**config.mk**
```make
export PLATFORM = sky130hd
export DESIGN_NAME = varint_codec_flat
export DESIGN_NICKNAME = d
export VERILOG_FILES = /design/src/vic_pkg.sv /design/src/vic_if.sv /design/src/vic_ucode_rom.sv /design/src/vic_datapath.sv /design/src/varint_codec.sv /design/src/flat_wrapper.sv
export SDC_FILE = /design/constraint.sdc
export NUM_CORES = 1
export LEC_CHECK = 0
export BUFFER_PORTS_ARGS = -buffer_cell sky130_fd_sc_hd__buf_4
export CORE_ASPECT_RATIO = 0.8
export CORE_MARGIN = 2
export CORE_UTILIZATION = 30
export CTS_BUF_LIST = sky130_fd_sc_hd__clkbuf_4
export DETAILED_ROUTE_END_ITERATION = 8
export PLACE_DENSITY = 0.45
export SLEW_MARGIN = 20
export SYNTH_ARGS = -nofsm -noshare
export SYNTH_HDL_FRONTEND = slang
export SYNTH_SLANG_ARGS = --single-unit
```
**constraint.sdc**
```tcl
create_clock -name clk -period 5.95 [get_ports clk]
set_clock_uncertainty 0.05 [all_clocks]
set_input_delay 1.19 -clock clk [delete_from_list [all_inputs] [get_ports clk]]
set_output_delay 1.19 -clock clk [all_outputs]
set_load 0.03 [all_outputs]
```
**src/vic_pkg.sv**
```systemverilog
`default_nettype none

package vic_pkg;

	// Maximum byte counts for each operand width
	localparam logic [3:0] MAX_BYTES_W8  = 4'd2;
	localparam logic [3:0] MAX_BYTES_W16 = 4'd3;
	localparam logic [3:0] MAX_BYTES_W32 = 4'd5;
	localparam logic [3:0] MAX_BYTES_W64 = 4'd10;

	// Group layout of one encoded byte
	localparam logic [7:0] GROUP_MASK = 8'h7f;
	localparam logic [7:0] CONT_BIT   = 8'h80;

	// An encode shifts out at most this many continuation groups
	localparam logic [3:0] ENC_CONT_MAX = 4'd9;

	// Operand width codes
	localparam logic [1:0] VW_8  = 2'd0;
	localparam logic [1:0] VW_16 = 2'd1;
	localparam logic [1:0] VW_32 = 2'd2;
	localparam logic [1:0] VW_64 = 2'd3;
	localparam logic [1:0] VW_RESET = VW_64;

	// Result kinds
	typedef enum logic [1:0] {
		KIND_BYTE    = 2'd0,
		KIND_VALUE   = 2'd1,
		KIND_REFUSED = 2'd2,
		KIND_FAILED  = 2'd3
	} kind_t;

	// Datapath operations
	typedef enum logic [2:0] {
		OP_NONE        = 3'd0,
		OP_LOAD        = 3'd1,
		OP_EMIT_ENC    = 3'd2,
		OP_EMIT_REFUSE = 3'd3,
		OP_MERGE       = 3'd4,
		OP_EMIT_VAL    = 3'd5,
		OP_EMIT_FAIL   = 3'd6
	} op_t;

	// Jump conditions
	typedef enum logic [2:0] {
		COND_ALWAYS   = 3'd0,
		COND_DECODE   = 3'd1,
		COND_ROOM_LOW = 3'd2,
		COND_MORE     = 3'd3,
		COND_DONE     = 3'd4,
		COND_FAIL     = 3'd5
	} cond_t;

	// Microprogram addresses
	typedef logic [2:0] step_t;

	localparam step_t ST_FETCH    = 3'd0;
	localparam step_t ST_ENC_CHK  = 3'd1;
	localparam step_t ST_ENC_EMIT = 3'd2;
	localparam step_t ST_REFUSE   = 3'd3;
	localparam step_t ST_MERGE    = 3'd4;
	localparam step_t ST_DEC_VAL  = 3'd5;
	localparam step_t ST_DEC_FAIL = 3'd6;
	localparam step_t ST_DEC_CHK  = 3'd7;

	// One control word
	typedef struct packed {
		logic  wait_in;
		logic  emit;
		op_t   op;
		cond_t cond;
		step_t jump;
		step_t seq;
	} cw_t;

	// Datapath flags seen by the sequencer
	typedef struct packed {
		logic decode;
		logic room_low;
		logic more;
		logic done;
		logic fail;
	} status_t;

	// One result item
	typedef struct packed {
		kind_t       kind;
		logic [7:0]  out_byte;
		logic [63:0] out_value;
		logic        last;
	} result_t;

	function automatic logic [63:0] width_mask(input logic [1:0] vw);
		logic [63:0] m;
		unique case (vw)
			VW_8:    m = 64'h0000_0000_0000_00ff;
			VW_16:   m = 64'h0000_0000_0000_ffff;
			VW_32:   m = 64'h0000_0000_ffff_ffff;
			default: m = 64'hffff_ffff_ffff_ffff;
		endcase
		return m;
	endfunction

	function automatic logic [3:0] max_bytes(input logic [1:0] vw);
		logic [3:0] n;
		unique case (vw)
			VW_8:    n = MAX_BYTES_W8;
			VW_16:   n = MAX_BYTES_W16;
			VW_32:   n = MAX_BYTES_W32;
			default: n = MAX_BYTES_W64;
		endcase
		return n;
	endfunction

endpackage

`default_nettype wire

```
**src/vic_if.sv**
```systemverilog
`default_nettype none

// Request channel: one encode or decode item
interface vic_req_if;
	logic        valid;
	logic        ready;
	logic        action;
	logic [63:0] value;
	logic [7:0]  in_byte;
	logic [7:0]  space_left;
	logic        end_of_buffer;

	modport source (output valid, action, value, in_byte, space_left, end_of_buffer,
		input ready);
	modport sink (input valid, action, value, in_byte, space_left, end_of_buffer,
		output ready);
endinterface

// Response channel: one result item
interface vic_rsp_if;
	logic        valid;
	logic        ready;
	logic [1:0]  kind;
	logic [7:0]  out_byte;
	logic [63:0] out_value;
	logic        last;

	modport source (output valid, kind, out_byte, out_value, last, input ready);
	modport sink (input valid, kind, out_byte, out_value, last, output ready);
endinterface

// Configuration write channel
interface vic_cfg_if;
	logic       valid;
	logic       ready;
	logic [1:0] value_width;

	modport source (output valid, value_width, input ready);
	modport sink (input valid, value_width, output ready);
endinterface

`default_nettype wire

```
**src/vic_ucode_rom.sv**
```systemverilog
`default_nettype none

module vic_ucode_rom (
	input  vic_pkg::step_t addr,
	output vic_pkg::cw_t   cw
);

	// Control store: wait_in, emit, op, cond, jump, seq
	always_comb begin
		unique case (addr)
			vic_pkg::ST_FETCH: begin
				cw = '{1'b1, 1'b0, vic_pkg::OP_NONE, vic_pkg::COND_DECODE,
					vic_pkg::ST_MERGE, vic_pkg::ST_ENC_CHK};
			end
			vic_pkg::ST_ENC_CHK: begin
				cw = '{1'b0, 1'b0, vic_pkg::OP_LOAD, vic_pkg::COND_ROOM_LOW,
					vic_pkg::ST_REFUSE, vic_pkg::ST_ENC_EMIT};
			end
			vic_pkg::ST_ENC_EMIT: begin
				cw = '{1'b0, 1'b1, vic_pkg::OP_EMIT_ENC, vic_pkg::COND_MORE,
					vic_pkg::ST_ENC_EMIT, vic_pkg::ST_FETCH};
			end
			vic_pkg::ST_REFUSE: begin
				cw = '{1'b0, 1'b1, vic_pkg::OP_EMIT_REFUSE, vic_pkg::COND_ALWAYS,
					vic_pkg::ST_FETCH, vic_pkg::ST_FETCH};
			end
			vic_pkg::ST_MERGE: begin
				cw = '{1'b0, 1'b0, vic_pkg::OP_MERGE, vic_pkg::COND_DONE,
					vic_pkg::ST_DEC_VAL, vic_pkg::ST_DEC_CHK};
			end
			vic_pkg::ST_DEC_VAL: begin
				cw = '{1'b0, 1'b1, vic_pkg::OP_EMIT_VAL, vic_pkg::COND_ALWAYS,
					vic_pkg::ST_FETCH, vic_pkg::ST_FETCH};
			end
			vic_pkg::ST_DEC_FAIL: begin
				cw = '{1'b0, 1'b1, vic_pkg::OP_EMIT_FAIL, vic_pkg::COND_ALWAYS,
					vic_pkg::ST_FETCH, vic_pkg::ST_FETCH};
			end
			vic_pkg::ST_DEC_CHK: begin
				cw = '{1'b0, 1'b0, vic_pkg::OP_NONE, vic_pkg::COND_FAIL,
					vic_pkg::ST_DEC_FAIL, vic_pkg::ST_FETCH};
			end
			default: begin
				cw = '{1'b1, 1'b0, vic_pkg::OP_NONE, vic_pkg::COND_DECODE,
					vic_pkg::ST_MERGE, vic_pkg::ST_ENC_CHK};
			end
		endcase
	end

endmodule

`default_nettype wire

```
**src/vic_datapath.sv**
```systemverilog
`default_nettype none

module vic_datapath (
	input  logic              clk,
	input  logic              arst_n,
	input  logic [1:0]        value_width,
	input  logic              load_in,
	input  logic              in_action,
	input  logic [63:0]       in_value,
	input  logic [7:0]        in_byte,
	input  logic [7:0]        in_space,
	input  logic              in_eob,
	input  logic              fire,
	input  vic_pkg::op_t      op,
	output vic_pkg::status_t  status,
	output vic_pkg::result_t  res
);

	logic [63:0]      val_q;
	logic [7:0]       byte_q;
	logic [7:0]       room_q;
	logic             eob_q;
	logic [3:0]       cnt_q;
	logic [63:0]      acc_q;
	logic [3:0]       bs_q;
	vic_pkg::result_t res_q;

	logic [63:0] mask;
	logic [3:0]  maxb;
	logic        more;
	logic [6:0]  shamt;
	logic [63:0] grp;
	logic [7:0]  enc_byte;

	assign mask = vic_pkg::width_mask(value_width);
	assign maxb = vic_pkg::max_bytes(value_width);

	// Another group follows while the rest exceeds seven bits
	assign more     = (val_q > {56'd0, vic_pkg::GROUP_MASK}) && (cnt_q < vic_pkg::ENC_CONT_MAX);
	assign enc_byte = more ? ((val_q[7:0] & vic_pkg::GROUP_MASK) | vic_pkg::CONT_BIT)
		: val_q[7:0];

	// Place the incoming group at bit 7*bytes_seen; shifts past 63 drop it
	assign shamt = 7'({3'd0, bs_q} * 7'd7);
	assign grp   = {57'd0, byte_q[6:0]} << shamt;

	assign status.decode   = in_action;
	assign status.room_low = room_q < {4'd0, maxb};
	assign status.more     = more;
	assign status.done     = ~byte_q[7];
	assign status.fail     = (bs_q >= maxb) || eob_q;

	assign res = res_q;

	// Capture the item, then run encode steps and load results
	always_ff @(posedge clk) begin
		if (load_in) begin
			val_q  <= in_value;
			byte_q <= in_byte;
			room_q <= in_space;
			eob_q  <= in_eob;
		end else if (fire) begin
			unique case (op)
				vic_pkg::OP_LOAD: begin
					val_q <= val_q & mask;
					cnt_q <= 4'd0;
				end
				vic_pkg::OP_EMIT_ENC: begin
					res_q <= '{vic_pkg::KIND_BYTE, enc_byte, 64'd0, ~more};
					val_q <= val_q >> 7;
					cnt_q <= cnt_q + 4'd1;
				end
				vic_pkg::OP_EMIT_REFUSE: begin
					res_q <= '{vic_pkg::KIND_REFUSED, 8'd0, 64'd0, 1'b1};
				end
				vic_pkg::OP_EMIT_VAL: begin
					res_q <= '{vic_pkg::KIND_VALUE, 8'd0, acc_q, 1'b1};
				end
				vic_pkg::OP_EMIT_FAIL: begin
					res_q <= '{vic_pkg::KIND_FAILED, 8'd0, 64'd0, 1'b1};
				end
				default: begin
				end
			endcase
		end
	end

	// Decode state: merge groups, clear after a value or a failure
	always_ff @(posedge clk or negedge arst_n) begin
		if (!arst_n) begin
			acc_q <= 64'd0;
			bs_q  <= 4'd0;
		end else if (fire) begin
			unique case (op)
				vic_pkg::OP_MERGE: begin
					acc_q <= (acc_q | grp) & mask;
					bs_q  <= bs_q + 4'd1;
				end
				vic_pkg::OP_EMIT_VAL, vic_pkg::OP_EMIT_FAIL: begin
					acc_q <= 64'd0;
					bs_q  <= 4'd0;
				end
				default: begin
				end
			endcase
		end
	end

endmodule

`default_nettype wire

```
**src/varint_codec.sv**
```systemverilog
`default_nettype none
// Steps: encode goes fetch, load with a room check, then a byte or a refusal, then one
// byte a cycle while results are read; decode goes fetch, merge, then a value or a check
// that fails or awaits the next byte. The input is held until an item's steps are done,
// and every emit step stalls while the result is unread.
// Reset (arst_n low): width 64 bits, decode state cleared, sequencer at fetch.
module varint_codec (
	input  wire  clk,
	input  wire  arst_n,
	vic_req_if.sink   req,
	vic_rsp_if.source rsp,
	vic_cfg_if.sink   cfg
);

	vic_pkg::step_t   step_q;
	vic_pkg::step_t   step_d;
	vic_pkg::cw_t     cw;
	vic_pkg::status_t st;
	vic_pkg::result_t res;
	logic [1:0]       value_width_q;
	logic             rsp_valid_q;
	logic             req_acc;
	logic             slot_free;
	logic             go;
	logic             cond_ok;

	vic_ucode_rom u_rom (
		.addr (step_q),
		.cw   (cw)
	);

	vic_datapath u_dp (
		.clk         (clk),
		.arst_n      (arst_n),
		.value_width (value_width_q),
		.load_in     (req_acc),
		.in_action   (req.action),
		.in_value    (req.value),
		.in_byte     (req.in_byte),
		.in_space    (req.space_left),
		.in_eob      (req.end_of_buffer),
		.fire        (go),
		.op          (cw.op),
		.status      (st),
		.res         (res)
	);

	// Handshakes
	assign req.ready = cw.wait_in;
	assign req_acc   = req.valid && cw.wait_in;
	assign slot_free = !rsp_valid_q || rsp.ready;
	assign go        = (!cw.wait_in || req_acc) && (!cw.emit || slot_free);
	assign cfg.ready = 1'b1;

	assign rsp.valid     = rsp_valid_q;
	assign rsp.kind      = res.kind;
	assign rsp.out_byte  = res.out_byte;
	assign rsp.out_value = res.out_value;
	assign rsp.last      = res.last;

	// Pick the jump condition
	always_comb begin
		unique case (cw.cond)
			vic_pkg::COND_ALWAYS:   cond_ok = 1'b1;
			vic_pkg::COND_DECODE:   cond_ok = st.decode;
			vic_pkg::COND_ROOM_LOW: cond_ok = st.room_low;
			vic_pkg::COND_MORE:     cond_ok = st.more;
			vic_pkg::COND_DONE:     cond_ok = st.done;
			vic_pkg::COND_FAIL:     cond_ok = st.fail;
			default:                cond_ok = 1'b0;
		endcase
	end

	assign step_d = go ? (cond_ok ? cw.jump : cw.seq) : step_q;

	// Advance the step counter, hold the result slot, take config writes
	always_ff @(posedge clk or negedge arst_n) begin
		if (!arst_n) begin
			step_q        <= vic_pkg::ST_FETCH;
			rsp_valid_q   <= 1'b0;
			value_width_q <= vic_pkg::VW_RESET;
		end else begin
			step_q <= step_d;
			if (cw.emit && go) begin
				rsp_valid_q <= 1'b1;
			end else if (rsp.ready) begin
				rsp_valid_q <= 1'b0;
			end
			if (cfg.valid) begin
				value_width_q <= cfg.value_width;
			end
		end
	end

	// An accepted item always leaves the fetch step
	a_fetch_leaves: assert property (@(posedge clk) disable iff (!arst_n)
		req_acc |=> step_q != vic_pkg::ST_FETCH)
		else $error("sequencer stayed at fetch after an item");

	// Only encoded bytes can be non-final results
	a_single_last: assert property (@(posedge clk) disable iff (!arst_n)
		rsp.valid && rsp.kind != vic_pkg::KIND_BYTE |-> rsp.last)
		else $error("non-byte result without last");

	// Non-final encoded bytes carry the continuation mark
	a_cont_mark: assert property (@(posedge clk) disable iff (!arst_n)
		rsp.valid && rsp.kind == vic_pkg::KIND_BYTE && !rsp.last |-> rsp.out_byte[7])
		else $error("continuation mark missing");

	// Value field is zero outside decoded values
	a_value_zero: assert property (@(posedge clk) disable iff (!arst_n)
		rsp.valid && rsp.kind != vic_pkg::KIND_VALUE |-> rsp.out_value == 64'd0)
		else $error("stray decoded value");

endmodule

`default_nettype wire
```
**src/flat_wrapper.sv**
```systemverilog
// flat-port wrapper written by rule: the top's interface ports become plain ports
module varint_codec_flat 
  (clk, arst_n, req_valid, req_action, req_value, req_in_byte, req_space_left, req_end_of_buffer, req_ready, rsp_valid, rsp_kind, rsp_out_byte, rsp_out_value, rsp_last, rsp_ready, cfg_valid, cfg_value_width, cfg_ready);
  vic_req_if req_i ();
  vic_rsp_if rsp_i ();
  vic_cfg_if cfg_i ();
  input  wire clk;
  input  wire arst_n;
  input wire logic [$bits(req_i.valid)-1:0] req_valid;
  input wire logic [$bits(req_i.action)-1:0] req_action;
  input wire logic [$bits(req_i.value)-1:0] req_value;
  input wire logic [$bits(req_i.in_byte)-1:0] req_in_byte;
  input wire logic [$bits(req_i.space_left)-1:0] req_space_left;
  input wire logic [$bits(req_i.end_of_buffer)-1:0] req_end_of_buffer;
  output wire logic [$bits(req_i.ready)-1:0] req_ready;
  output wire logic [$bits(rsp_i.valid)-1:0] rsp_valid;
  output wire logic [$bits(rsp_i.kind)-1:0] rsp_kind;
  output wire logic [$bits(rsp_i.out_byte)-1:0] rsp_out_byte;
  output wire logic [$bits(rsp_i.out_value)-1:0] rsp_out_value;
  output wire logic [$bits(rsp_i.last)-1:0] rsp_last;
  input wire logic [$bits(rsp_i.ready)-1:0] rsp_ready;
  input wire logic [$bits(cfg_i.valid)-1:0] cfg_valid;
  input wire logic [$bits(cfg_i.value_width)-1:0] cfg_value_width;
  output wire logic [$bits(cfg_i.ready)-1:0] cfg_ready;
  assign req_i.valid = req_valid;
  assign req_i.action = req_action;
  assign req_i.value = req_value;
  assign req_i.in_byte = req_in_byte;
  assign req_i.space_left = req_space_left;
  assign req_i.end_of_buffer = req_end_of_buffer;
  assign req_ready = req_i.ready;
  assign rsp_valid = rsp_i.valid;
  assign rsp_kind = rsp_i.kind;
  assign rsp_out_byte = rsp_i.out_byte;
  assign rsp_out_value = rsp_i.out_value;
  assign rsp_last = rsp_i.last;
  assign rsp_i.ready = rsp_ready;
  assign cfg_i.valid = cfg_valid;
  assign cfg_i.value_width = cfg_value_width;
  assign cfg_ready = cfg_i.ready;
  varint_codec u_core (.clk(clk), .arst_n(arst_n), .req(req_i), .rsp(rsp_i), .cfg(cfg_i));
endmodule
```
* Word-level counts from Yosys, hierarchy flattened
Memory sizes are Yosys's and may differ from the RTL's.
Cells that the tools add are included.
** Word-level totals
- Bits in read-only memories :: 112
- Input bits :: 89
- Logic and storage cells :: 80
- Output and inout bits :: 78
- Flip-flop bits (word level) :: 234
- Memories :: 1
** Memories
- (name not given) :: words 8, width 14, rd ports 1, clocked after Yosys merged registers in 0, wr ports 0, RTL line vic_ucode_rom.sv:10 : unique case (addr)
** Cells by class
- Mux-type cells :: 14
- Multipliers :: 1
- Eq/ne operators :: 13
- Reductions and logical operators :: 24
- Add/subtract/negate cells :: 2
- Shift-type cells :: 1
- Bitwise gates (word level) :: 6
- Order comparisons :: 4
** Operators by type and width (number)
- 75-bit case mux with 4 select lines :: 1
- 64-bit case mux with 2 select lines :: 2
- 64-bit case mux with 3 select lines :: 1
- 64-bit AND :: 2
- 64-bit two-way mux :: 2
- 64-bit by 7-bit > comparator with 1-bit output (second input constant) :: 1
- 64-bit bitwise OR :: 1
- 7-bit by 7-bit << shifter with 64-bit output :: 1
- 4-bit case mux with 2 select lines :: 2
- 3-bit == test (second input constant) :: 5
- 3-bit by 2-bit == test with 1-bit output (second input constant) :: 4
- 4-bit case mux with 3 select lines :: 1
- 4-bit by 1-bit adder with 4-bit output (second input constant) :: 2
- 8-bit by 4-bit less-than comparator with 1-bit output :: 1
- 8-bit two-way mux :: 1
- 2-bit nonzero test :: 4
- 4-bit by 3-bit multiplier with 7-bit output (second input constant) :: 1
- 3-bit by 1-bit == test with 1-bit output (second input constant) :: 2
- 1-bit case mux with 6 select lines :: 1
- 3-bit AND reduction :: 2
- 4-bit greater-or-equal comparator :: 1
- 1-bit logical AND :: 4
- 1-bit logical OR :: 4
- 4-bit less-than comparator (second input constant) :: 1
- other kinds (12) :: 18

* Longest topological paths before layout
Gate-level depths: netlist of the first run.
- Depth after elaboration :: 6
- Mapped depth :: 10
- Gate-level depth less buffers :: 9

* Cells and area by module
From an unflattened synthesis of the first run, not the netlist that was laid out.
** Unflattened totals
- Cell total of the unflattened synthesis :: 905
- Area total of the unflattened synthesis :: 10506.3 um^2
** By module, submodules not included
- vic_datapath :: times used 1, sequential area each 6506.2 um^2, cells each 841, area an instance 9953.3 um^2
- varint_codec :: times used 1, sequential area each 152.6 um^2, cells each 37, area an instance 351.6 um^2
- vic_ucode_rom :: times used 1, sequential area each 0.0 um^2, cells each 27, area an instance 201.4 um^2

* Worst setup path before layout of the first run
OpenSTA, ideal clock, no wires.
- Path kind :: input port to flip-flop
- Start :: input rsp_ready
- End :: register u_core.u_dp.res_q (netlist bit u_core.u_dp.res[0]) (enable)
- Library setup time :: 0.533 ns
- Required time :: 5.367 ns
- Stages :: 3
- Setup slack :: 0.273 ns
- Buffers on the path :: 0
- Arrival :: 5.094 ns
- Cell sequence :: nand2b_1 o21ai_0 a21oi_1
** On the way
- Cells in the longest elaborated chain, start to end :: 4
** RTL lines
- start, declared :: RTL line flat_wrapper.sv:21 : input wire logic [$bits(rsp_i.ready)-1:0] rsp_ready;
- 1-bit logical OR :: RTL line varint_codec.sv:51 : assign slot_free = !rsp_valid_q || rsp.ready;
- 1-bit logical OR :: RTL line varint_codec.sv:52 : assign go = (!cw.wait_in || req_acc) && (!cw.emit || slot_free);
- 1-bit logical AND :: RTL line varint_codec.sv:52
- 3-bit AND reduction (no source line)
- end signal, assigned :: RTL line vic_datapath.sv:74 : res_q <= '{vic_pkg::KIND_REFUSED, 8'd0, 64'd0, 1'b1};
- end signal, assigned :: RTL line vic_datapath.sv:77 : res_q <= '{vic_pkg::KIND_VALUE, 8'd0, acc_q, 1'b1};
- end signal, assigned :: RTL line vic_datapath.sv:80 : res_q <= '{vic_pkg::KIND_FAILED, 8'd0, 64'd0, 1'b1};
- end, declared :: RTL line vic_datapath.sv:26 : vic_pkg::result_t res_q;
Every way passes these cells.
A chain may end at the register's enable or synchronous reset.

* Worst setup path after layout of the first run
- Start :: register u_core.step_q[0]
- End :: register u_core.u_dp.val_q[42] (enable)
** On the way
- Cells in the longest elaborated chain, start to end :: 6
- Elaborated cells between the ends (all ways) :: 12
- Classes of those cells :: eq/ne: 2; reduce/logical: 9; memory: 1
** RTL lines
- start, declared :: RTL line varint_codec.sv:15 : vic_pkg::step_t step_q;
- start signal, assigned :: RTL line varint_codec.sv:79 : step_q <= vic_pkg::ST_FETCH;
- start signal, assigned :: RTL line varint_codec.sv:83 : step_q <= step_d;
- memory read 8 x 14 bit *
- branches (longest 4 deep; another with 3-bit by 2-bit == test with 1-bit output)
- 2-bit AND reduction (no source line) *
- end signal, assigned :: RTL line vic_datapath.sv:58 : val_q <= in_value;
- end signal, assigned :: RTL line vic_datapath.sv:65 : val_q <= val_q & mask;
- end signal, assigned :: RTL line vic_datapath.sv:70 : val_q <= val_q >> 7;
- end, declared :: RTL line vic_datapath.sv:19 : logic [63:0] val_q;
Every way passes the cells marked *.

==> metrics, run 1 <==
CTS Buf Count=66; clk buf depth=3; relative slew slack=33.5%; Netlist cell types=49; Area Overhead vs Synth=25.9%; status=complete, no violations; Mapped Cells=894; clock root buffer=clkbuf_4; Hold WS=0.379 ns; largest net degree at the start of global routing=93; GRT Util Overall=16.1%; final net count=1186; Worst-Margin Slew=0.989 ns; full die area=35300 um2; Final ANT Viol Nets=0; yosys warns=0; I/O pins=167; Period minus WS final=3.95 ns; Reg2Reg Depth=7; worst ir drop on vdd=0.000204 V; Worst R2R End=u_core.u_dp.val_q[42]; Port-buffer cells=165; Syn Area/Cell=11.3 um2; Design Area, Final=12800 um2; Starting Density=30.3%; Arr. time, crit path=4.23 ns; RSZ-0062 raised after global routing=no; CTS Hold Bufs=0; Initial DRC Count=381; routed vias=7475; core area=33500 um2; crit path max fanout=37; routability cong.=0.741; top cell type's share of synthesized area=47.4%; dpl cell area=11800 um2; Power Density=584 nW/um2; critical path type=flip-flop to flip-flop; # resized after CTS=0; Residual DRC=0; clk sinks=234; Tightest Hold Check Type=input port to async pin; slack of the critical path=2.00 ns; Seq/Total Area, Yosys=65.7%; post-DP HPWL=18.4 mm; Reg clk slew, reported paths=0.07 ns; drt pass-1 iters=5; Max-Cap Viols=0; TritonCTS clock tree=done; GRT overflow=0; chip width=209 um; Vias/cell=4.77; first-pass GRT wire length=43.7 mm; ratio of cells with drive above 1 in the final layout=26.6%; DR WL/cell=18.0 um; most frequent cells in the layout=buf_4 (173), edfxtp_1 (160), nor2_1 (118), clkbuf_4 (107), nand2_1 (90); number of global-route vias before repair=7521; H-tree levels=3; Filler Cell Count=3360; number of synthesized flops with an enable pin=160; Slew Limit Fails=0; top_reg_cell synth=edfxtp_1; worst skew pair latency=0.67 ns; Req. time, crit path=6.24 ns; endpoints failing setup=0; die height=168 um; initial antenna violation count=3; Setup Buffers After CTS=0; Seq cells post-synth=234; row cnt=60; flop-to-flop setup slack=2.00 ns; pre-CTS WS=1.94 ns; setup TNS=0 ns; reg2reg start=u_core.step_q[0]; ranking of synthesized cells by area=edfxtp_1 (47%), dfrtp_1 (18%), and2_1 (4.9%); post-synth top area cell=edfxtp_1; fmax=253 MHz; final hold vios=0; routed wire length=28.2 mm; most common cell after layout, fill and taps aside=buf_4; Final period util=66.3%; crit end category=flip-flop; leakage=0.00530 uW; Post-Syn Area=10100 um2; Critical Path Start Type=flip-flop; Post-synth ARST share=31.6%; synthesized net count=1000; Final Util=38.1%
==> per-stage QoR <==
stage          power, uW  cells
2_1_floorplan       4850    894
3_3_place_gp        5860   1445
3_5_place_dp        5870   1445
4_1_cts             7560   1563
5_1_grt             7970   1566
6_report            7450   1566
==> kinds of logic (layout without fill, tap and decap cells) <==
kind of cell	after synthesis	count (layout)	synth area share (%)
buffers and inverters	72	308	2.85
adder cells (fa/ha/maj)	17	17	2.10
other	1	3	0.0370
flip-flops	234	234	65.7
XOR/XNOR	7	7	0.605
AND/OR/NAND/NOR	390	390	18.7
multiplexers	1	1	0.0988
AO/OA/AOI/OAI	172	172	9.93
==> synth_stat cells, types with 5 or more instances <==
cell / instances
nand3_1: 40
ha_1: 17
a221o_1: 6
edfxtp_1: 160
a21oi_1: 73
inv_1: 16
dfrtp_1: 72
xor2_1: 5
o21ai_0: 33
and2_1: 79
nor2_1: 118
nor3_1: 9
nand2b_1: 6
clkbuf_1: 40
nor4_1: 17
nand2_1: 91
and3_1: 7
a31oi_1: 36
buf_2: 12
nor3b_1: 8
==> per-layer routing <==
layer / up-vias / global-route usage, % / wire length, um
li1: 3609 / - / -
met1: 3645 / 24.8 / 14500
met2: 175 / 21.8 / 11900
met3: 44 / 3.99 / 1310
met4: 2 / 5.03 / 478
met5: - / 0 / 13
==> area by class of cell <==
class	instances	area (um2)	share of cell area, %
clock inverter	11	131	1.03
tap	434	543	4.26
antenna	2	5.00	0.0392
sequential	234	6660	52.2
inverter	16	60.1	0.471
timing repair buffer	174	1330	10.4
clock buffer	107	803	6.30
multi-input combinational	588	3230	25.3
==> power breakdown <==
group	switching, uW	internal, uW	leakage [uW]
clock network	703	943	0.000546
logic	1810	827	0.00221
registers	435	2720	0.00255
==> worst max-delay path: stages (launching register included) <==
cell	delay [ns]
dfrtp_1	0.46
inv_1	0.17
ha_1	0.45
a21boi_0	0.27
o21ai_0	0.25
a211oi_1	0.65
or2_2	0.86
buf_4	0.43
==> flip-flops by register name, indices dropped and copies added, names as in the netlist <==
register,count
u_core.rsp.valid,1
u_core.step_q,3
u_core.u_dp.acc_q,64
u_core.u_dp.bs_q,4
u_core.u_dp.byte_q,8
u_core.u_dp.cnt_q,4
u_core.u_dp.eob_q,1
u_core.u_dp.res,75
u_core.u_dp.room_q,8
u_core.u_dp.val_q,64
u_core.value_width_q,2
==> worst max-delay path by stage <==
stage	start	end	slack, ns	depth (start not counted)
final	u_core.step_q[0]	u_core.u_dp.val_q[42]	2.00	7
after global routing	u_core.step_q[2]	u_core.u_dp.val_q[47]	1.73	6
after CTS	u_core.step_q[0]	u_core.u_dp.val_q[48]	1.99	7
after detailed placement	rsp_ready	u_core.u_dp.val_q[34]	1.94	6
after global placement	rsp_ready	u_core.u_dp.val_q[34]	2.00	6
after floorplan	rsp_ready	u_core.u_dp.res[0]	0.27	3
Note: power is estimated with default switching activity, not from simulation.
==> inputs of run 2 (changes only) <==
- clock period: 5.95 -> 3.95 ns (I/O delays scaled with it)
==> metrics, run 2 (synthesized netlist as in run 1, its figures left out) <==
status=complete, no violations; Top delay family on crit path=compound AO/OA/AOI/OAI gates; relative slew slack=23.9% (-9.6 points); Starting Density=30.3% (unchanged); routability cong.=0.767 (+3.5%); CP max-delay cell=dfstp_2; Reg2Reg Depth=9 (+2); Non-Filler Instances=1578 (+0.77%); DR WL/cell=18.0 um (-0.11%); endpoints failing setup=0 (unchanged); Final period util=78.9% (+13 points); final net count=1193 (+0.59%); crit path max fanout=13 (-65%); Power Density=883 nW/um2 (+51%); worst ir drop on vdd=0.000436 V (+110%); I/O pins=167 (unchanged); GRT overflow=0 (unchanged); chip width=209 um (unchanged); Tightest Hold Check Type=input port to async pin; RSZ-0062 raised after global routing=no; Area Overhead vs Synth=26.6%; Largest register FFs=75 (unchanged); Period minus WS final=3.12 ns (-0.829 ns); leakage=0.00536 uW (+1.0%); Worst R2R End=u_core.step_q[0]; Vias/cell=4.71 (-1.3%); setup TNS=0 ns (unchanged); Worst-Margin Slew=1.13 ns (+0.143 ns); Most common cell on crit path=ha_1; slack of the critical path=0.832 ns (-1.17 ns); die height=168 um (unchanged); critical path type=flip-flop to flip-flop; placed insts=1451 (+0.42%); final hold vios=0 (unchanged); clk sinks=234 (unchanged); CTS Hold Bufs=0 (unchanged); Buf/Inv on CP=1 (-1); Critical Path Start Type=flip-flop; TritonCTS clock tree=done; full die area=35300 um2 (unchanged); initial antenna violation count=1 (-2); # resized after CTS=0 (unchanged); ratio of cells with drive above 1 in the final layout=26.9% (+0.29 points); Initial DRC Count=502 (+32%); routed wire length=28.4 mm (+0.66%); routed vias=7437 (-0.51%); Setup Buffers After CTS=0 (unchanged); flop-to-flop setup slack=0.83 ns (-1.17 ns); row cnt=60 (unchanged); Hold WS=0.109 ns (-0.270 ns); largest net degree at the start of global routing=93 (unchanged); H-tree levels=3 (unchanged); post-DP HPWL=18.6 mm (+1.1%); number of global-route vias before repair=7413 (-1.4%); critical path depth=9 (+2); Residual DRC=0 (unchanged); Final ANT Viol Nets=0 (unchanged); worst-path cell chain=inv_1, ha_1, ha_1, nand2b_1, a21o_1, a2111oi_0, nor4_1, o41ai_1, o22ai_1; fmax=321 MHz (+27%); Pwr Total=11300 uW (+52%); clk buf depth=3 (unchanged); GRT Util Overall=15.9% (-0.23 points); reg2reg start=u_core.value_width_q[1]; critical path's largest stage delay=0.70 ns (-0.16 ns); Slew Limit Fails=0 (unchanged); Max-Cap Viols=0 (unchanged); worst skew pair latency=0.69 ns (+0.02 ns); CTS Buf Count=68 (+3.0%); Req. time, crit path=4.43 ns (-1.81 ns); Port-buffer cells=165 (unchanged); clock root buffer=clkbuf_4; Arr. time, crit path=3.60 ns (-0.63 ns); drt pass-1 iters=4 (-1); Reg clk slew, reported paths=0.06 ns (about the same); crit end category=flip-flop; core area=33500 um2 (unchanged); most frequent cells in the layout=buf_4 (176), edfxtp_1 (160), nor2_1 (118), clkbuf_4 (110), nand2_1 (90); most common cell after layout, fill and taps aside=buf_4; first-pass GRT wire length=43.1 mm (-1.4%); pre-CTS WS=0.838 ns (-1.10 ns)
-- run 2: worst max-delay path by stage --
| stage | startpoint | end |
|---|---|---|
| after floorplan | u_core.step_q[0] | u_core.u_dp.res[0] |
| after global placement | u_core.value_width_q[1] | u_core.step_q[2] |
| after detailed placement | u_core.value_width_q[1] | u_core.step_q[2] |
| after CTS | u_core.value_width_q[1] | u_core.step_q[2] |
| after global routing | u_core.value_width_q[1] | u_core.step_q[2] |
| final | u_core.value_width_q[1] | u_core.step_q[0] |
-- run 2: final cells by class --
cell class                 count  area [um2]
clock buffer                 110         826
sequential                   234        6660
inverter                      16        60.1
antenna                        4        10.0
fill                        3394       20600
tap                          434         543
multi-input combinational    588        3230
timing repair buffer         179        1370
clock inverter                13         138
-- run 2: worst register-to-register path: cells and delay by family (launching register included) --
family,cells,cell delay (ns)
compound gates,4,1.24
flops,1,0.70
fa+ha+maj,2,0.58
simple gates,2,0.33
buf+inv,1,0.10
-- run 2: report_power, final --
| part | leakage, uW | switching (uW) | total, uW | internal [uW] |
|---|---|---|---|---|
| Combinational | 0.00224 | 2760 | 4080 | 1330 |
| Clock | 0.000570 | 1040 | 2500 | 1460 |
| Sequential | 0.00255 | 658 | 4750 | 4090 |
-- run 2: layer usage --
| metal | share of wire (%) | vias to the layer above | routed length [um] | GRT usage [%] |
|---|---|---|---|---|
| li1 | - | 3632 | - | - |
| met1 | 51 | 3553 | 14300 | 23.6 |
| met2 | 42 | 208 | 11900 | 22.2 |
| met3 | 5.7 | 44 | 1620 | 4.23 |
| met4 | 1.7 | 0 | 478 | 5.15 |
| met5 | 0 | - | 0 | 0 |
-- run 2: per-stage QoR --
stage,utilization [%],cell area [um2]
after floorplan,-,10100
after global placement,35.4,11900
after detailed placement,35.4,11900
after CTS,38.3,12800
after global routing,38.3,12800
final,38.3,12800
==> inputs of run 3 (changes only) <==
- ABC_AREA: unset -> 1
- PLACE_DENSITY: 0.45 -> 0.46
- clock period: 3.95 -> 2.5 ns (I/O delays scaled with it)
==> metrics, run 3 <==
largest net degree at the start of global routing=83 (-11%); Initial DRC Count=450 (-10%); crit end category=flip-flop; GRT overflow=0 (unchanged); most frequent cells in the layout=buf_4 (186), nand2_1 (165), edfxtp_1 (160), nor2_1 (143), nand3_1 (133); placed insts=1657 (+14%); TritonCTS clock tree=done; Critical Path Start Type=flip-flop; Final period util=92.9% (+14 points); Netlist cell types=42 (-14%); reg2reg start=u_core.step_q[0]; GRT Util Overall=16.0% (+0.12 points); hold depth=3; initial antenna violation count=1 (unchanged); Req. time, crit path=2.81 ns (-1.62 ns); chip width=214 um (+2.0%); CTS Buf Count=66 (-2.9%); Starting Density=30.4% (+0.14 points); DR WL/cell=16.2 um (-9.8%); Max-Cap Viols=0 (unchanged); Slew Limit Fails=0 (unchanged); Power Density=1430 nW/um2 (+62%); Port-buffer cells=165 (unchanged); sw power=8190 uW (+84%); sequential power share=38.1% (-3.8 points); CP endpoint=u_core.u_dp.res[21]; Period minus WS final=2.32 ns (-0.797 ns); Worst R2R End=u_core.u_dp.res[21]; Worst-Margin Slew=0.695 ns (-0.438 ns); routed wire length=29.2 mm (+2.9%); number of global-route vias before repair=8066 (+8.8%); worst ir drop on vdd=0.000572 V (+31%); Final ANT Viol Nets=0 (unchanged); endpoints failing setup=0 (unchanged); critical path type=flip-flop to flip-flop; Tightest Hold Check Type=input port to flip-flop; Reg clk slew, reported paths=0.06 ns (about the same); Arr. time, crit path=2.63 ns (-0.97 ns); Mapped Cells=1042 (+17%); routability cong.=0.778 (+1.4%); clock root buffer=clkbuf_4; Reg2Reg Depth=11 (+2); status=complete, no violations; setup TNS=0 ns (unchanged); Crit. Startpoint=u_core.step_q[0]; leakage=0.00565 uW (+5.5%); Filler Cell Count=3519 (+3.7%); worst skew pair latency=0.69 ns (about the same); crit path max fanout=30 (+17); Setup Buffers After CTS=0 (unchanged); Residual DRC=0 (unchanged); top-count cell post-synth=nand2_1; flop-to-flop setup slack=0.18 ns (-0.65 ns); H-tree levels=3 (unchanged); clk sinks=234 (unchanged); Area Overhead vs Synth=29.5%; post-synth top area cell=edfxtp_1; number of synthesized flops with an enable pin=160 (unchanged); synthesized net count=1148 (+15%); most common cell after layout, fill and taps aside=buf_4; RSZ-0062 raised after global routing=no; Switching Fraction=42.0% (+2.6 points); drt pass-1 iters=6 (+2); ranking of synthesized cells by area=edfxtp_1 (45%), dfrtp_1 (17%), nand3_1 (6.4%); fmax=431 MHz (+34%); post-DP HPWL=19.8 mm (+6.3%); ratio of cells with drive above 1 in the final layout=26.5% (-0.46 points); Seq cells post-synth=234 (unchanged); die height=172 um (+2.0%); relative slew slack=53.7% (+30 points); full die area=36700 um2 (+4.1%); routed vias=8210 (+10%); Syn Area/Cell=10.1 um2 (-11%); I/O pins=167 (unchanged); yosys warns=0 (unchanged); Largest register FFs=75 (unchanged); final net count=1383 (+16%); row cnt=61 (+1.7%); top cell type's share of synthesized area=45.5% (-1.9 points); clock share of power=19.0% (-3.1 points); Post-Syn Area=10600 um2 (+4.2%); core area=34700 um2 (+3.7%); Int Power=11300 uW (+65%); final hold vios=0 (unchanged); clk buf depth=3 (unchanged); Seq/Total Area, Yosys=63.1% (-2.7 points); Vias/cell=4.56 (-3.2%); top_reg_cell synth=edfxtp_1; Post-synth ARST share=31.6% (unchanged); Non-Filler Instances=1800 (+14%); Post-synth top cells=nand2_1 (166), edfxtp_1 (160), nor2_1 (144), nand3_1 (134), inv_1 (119); Combinational Power Share=43.0% (+7.0 points); first-pass GRT wire length=45.0 mm (+4.4%)
==> run 3: worst min-delay path by stage <==
stage,from,to,slack (ns)
detailed placement,arst_n,u_core.u_dp.acc_q[50],0.37
floorplan,arst_n,u_core.rsp.valid,0.15
CTS,req_value[17],u_core.u_dp.val_q[17],0.002
global placement,arst_n,u_core.u_dp.acc_q[50],0.37
finish,req_value[17],u_core.u_dp.val_q[17],0.07
global route,req_value[26],u_core.u_dp.val_q[26],0.02
==> run 3: power groups by stage <==
stage	sequential (uW)	clock [uW]	combinational (uW)
3_3_place_gp	7530	0	8280
2_1_floorplan	8580	0	4100
4_1_cts	7470	3830	8390
3_5_place_dp	7540	0	8350
6_report	7440	3700	8390
5_1_grt	7620	4050	9280
==> run 3: cell type report <==
cell class / instances / area (um2) / area share (%)
flip-flops and latches: 234 / 6660 / 48.7
multi-input cells: 630 / 3230 / 23.6
repair buffers: 218 / 1820 / 13.3
clock buffers: 110 / 826 / 6.04
well taps: 472 / 591 / 4.32
inverters: 127 / 487 / 3.56
clock inverters: 7 / 57.6 / 0.421
diodes: 2 / 5.00 / 0.0366
==> run 3: cell families (layout without fill, tap and decap cells) <==
| kind of cell | count (synthesis) | count (layout) | share of synthesized area (%) |
|---|---|---|---|
| buffers and inverters | 178 | 462 | 6.93 |
| XOR/XNOR | 3 | 3 | 0.249 |
| flip-flops | 234 | 234 | 63.1 |
| other | 1 | 3 | 0.0355 |
| AO/OA/AOI/OAI | 142 | 142 | 8.74 |
| adder cells (fa/ha/maj) | 17 | 17 | 2.01 |
| AND/OR/NAND/NOR | 467 | 467 | 19.0 |
==> run 3: repair_timing <==
item                       in CTS  in global routing
setup endpoints to repair       0                 65
resized for setup               0                  3
hold buffers                   23                  0
hold endpoints to repair       72                  0
==> run 3: through the flow <==
step / power [uW] / setup slack, ns / hold slack, ns / cell area, um2 / utilization (%)
CTS: 19700 / 0.0762 / 0.00158 / 13600 / 39.2
finish: 19500 / 0.179 / 0.0657 / 13700 / 39.4
global placement: 15800 / 0.167 / 0.370 / 12500 / 36.0
floorplan: 12700 / -0.406 / 0.154 / 10600 / -
detailed placement: 15900 / 0.0889 / 0.371 / 12500 / 36.0
global route: 20900 / 0.00192 / 0.0180 / 13700 / 39.4
==> run 3: routing by layer <==
layer / share of wire (%) / vias up / track usage, % / routed length, um
met4: 1.7 / 0 / 5.25 / 492
met5: 0 / - / 0 / 0
li1: - / 4043 / - / -
met3: 5.1 / 41 / 3.65 / 1480
met1: 49 / 3915 / 23.5 / 14400
met2: 44 / 211 / 23.0 / 12800
==> run 3: critical path: stages (launching register included) <==
cell	delay [ns]
dfrtp_1	0.45
ha_1	0.25
nand2_1	0.09
nand2_1	0.09
a21oi_2	0.17
nand2_1	0.12
nand2_2	0.11
inv_4	0.08
nand2_1	0.08
nand3_2	0.09
clkinvlp_4	0.17
clkbuf_16	0.26
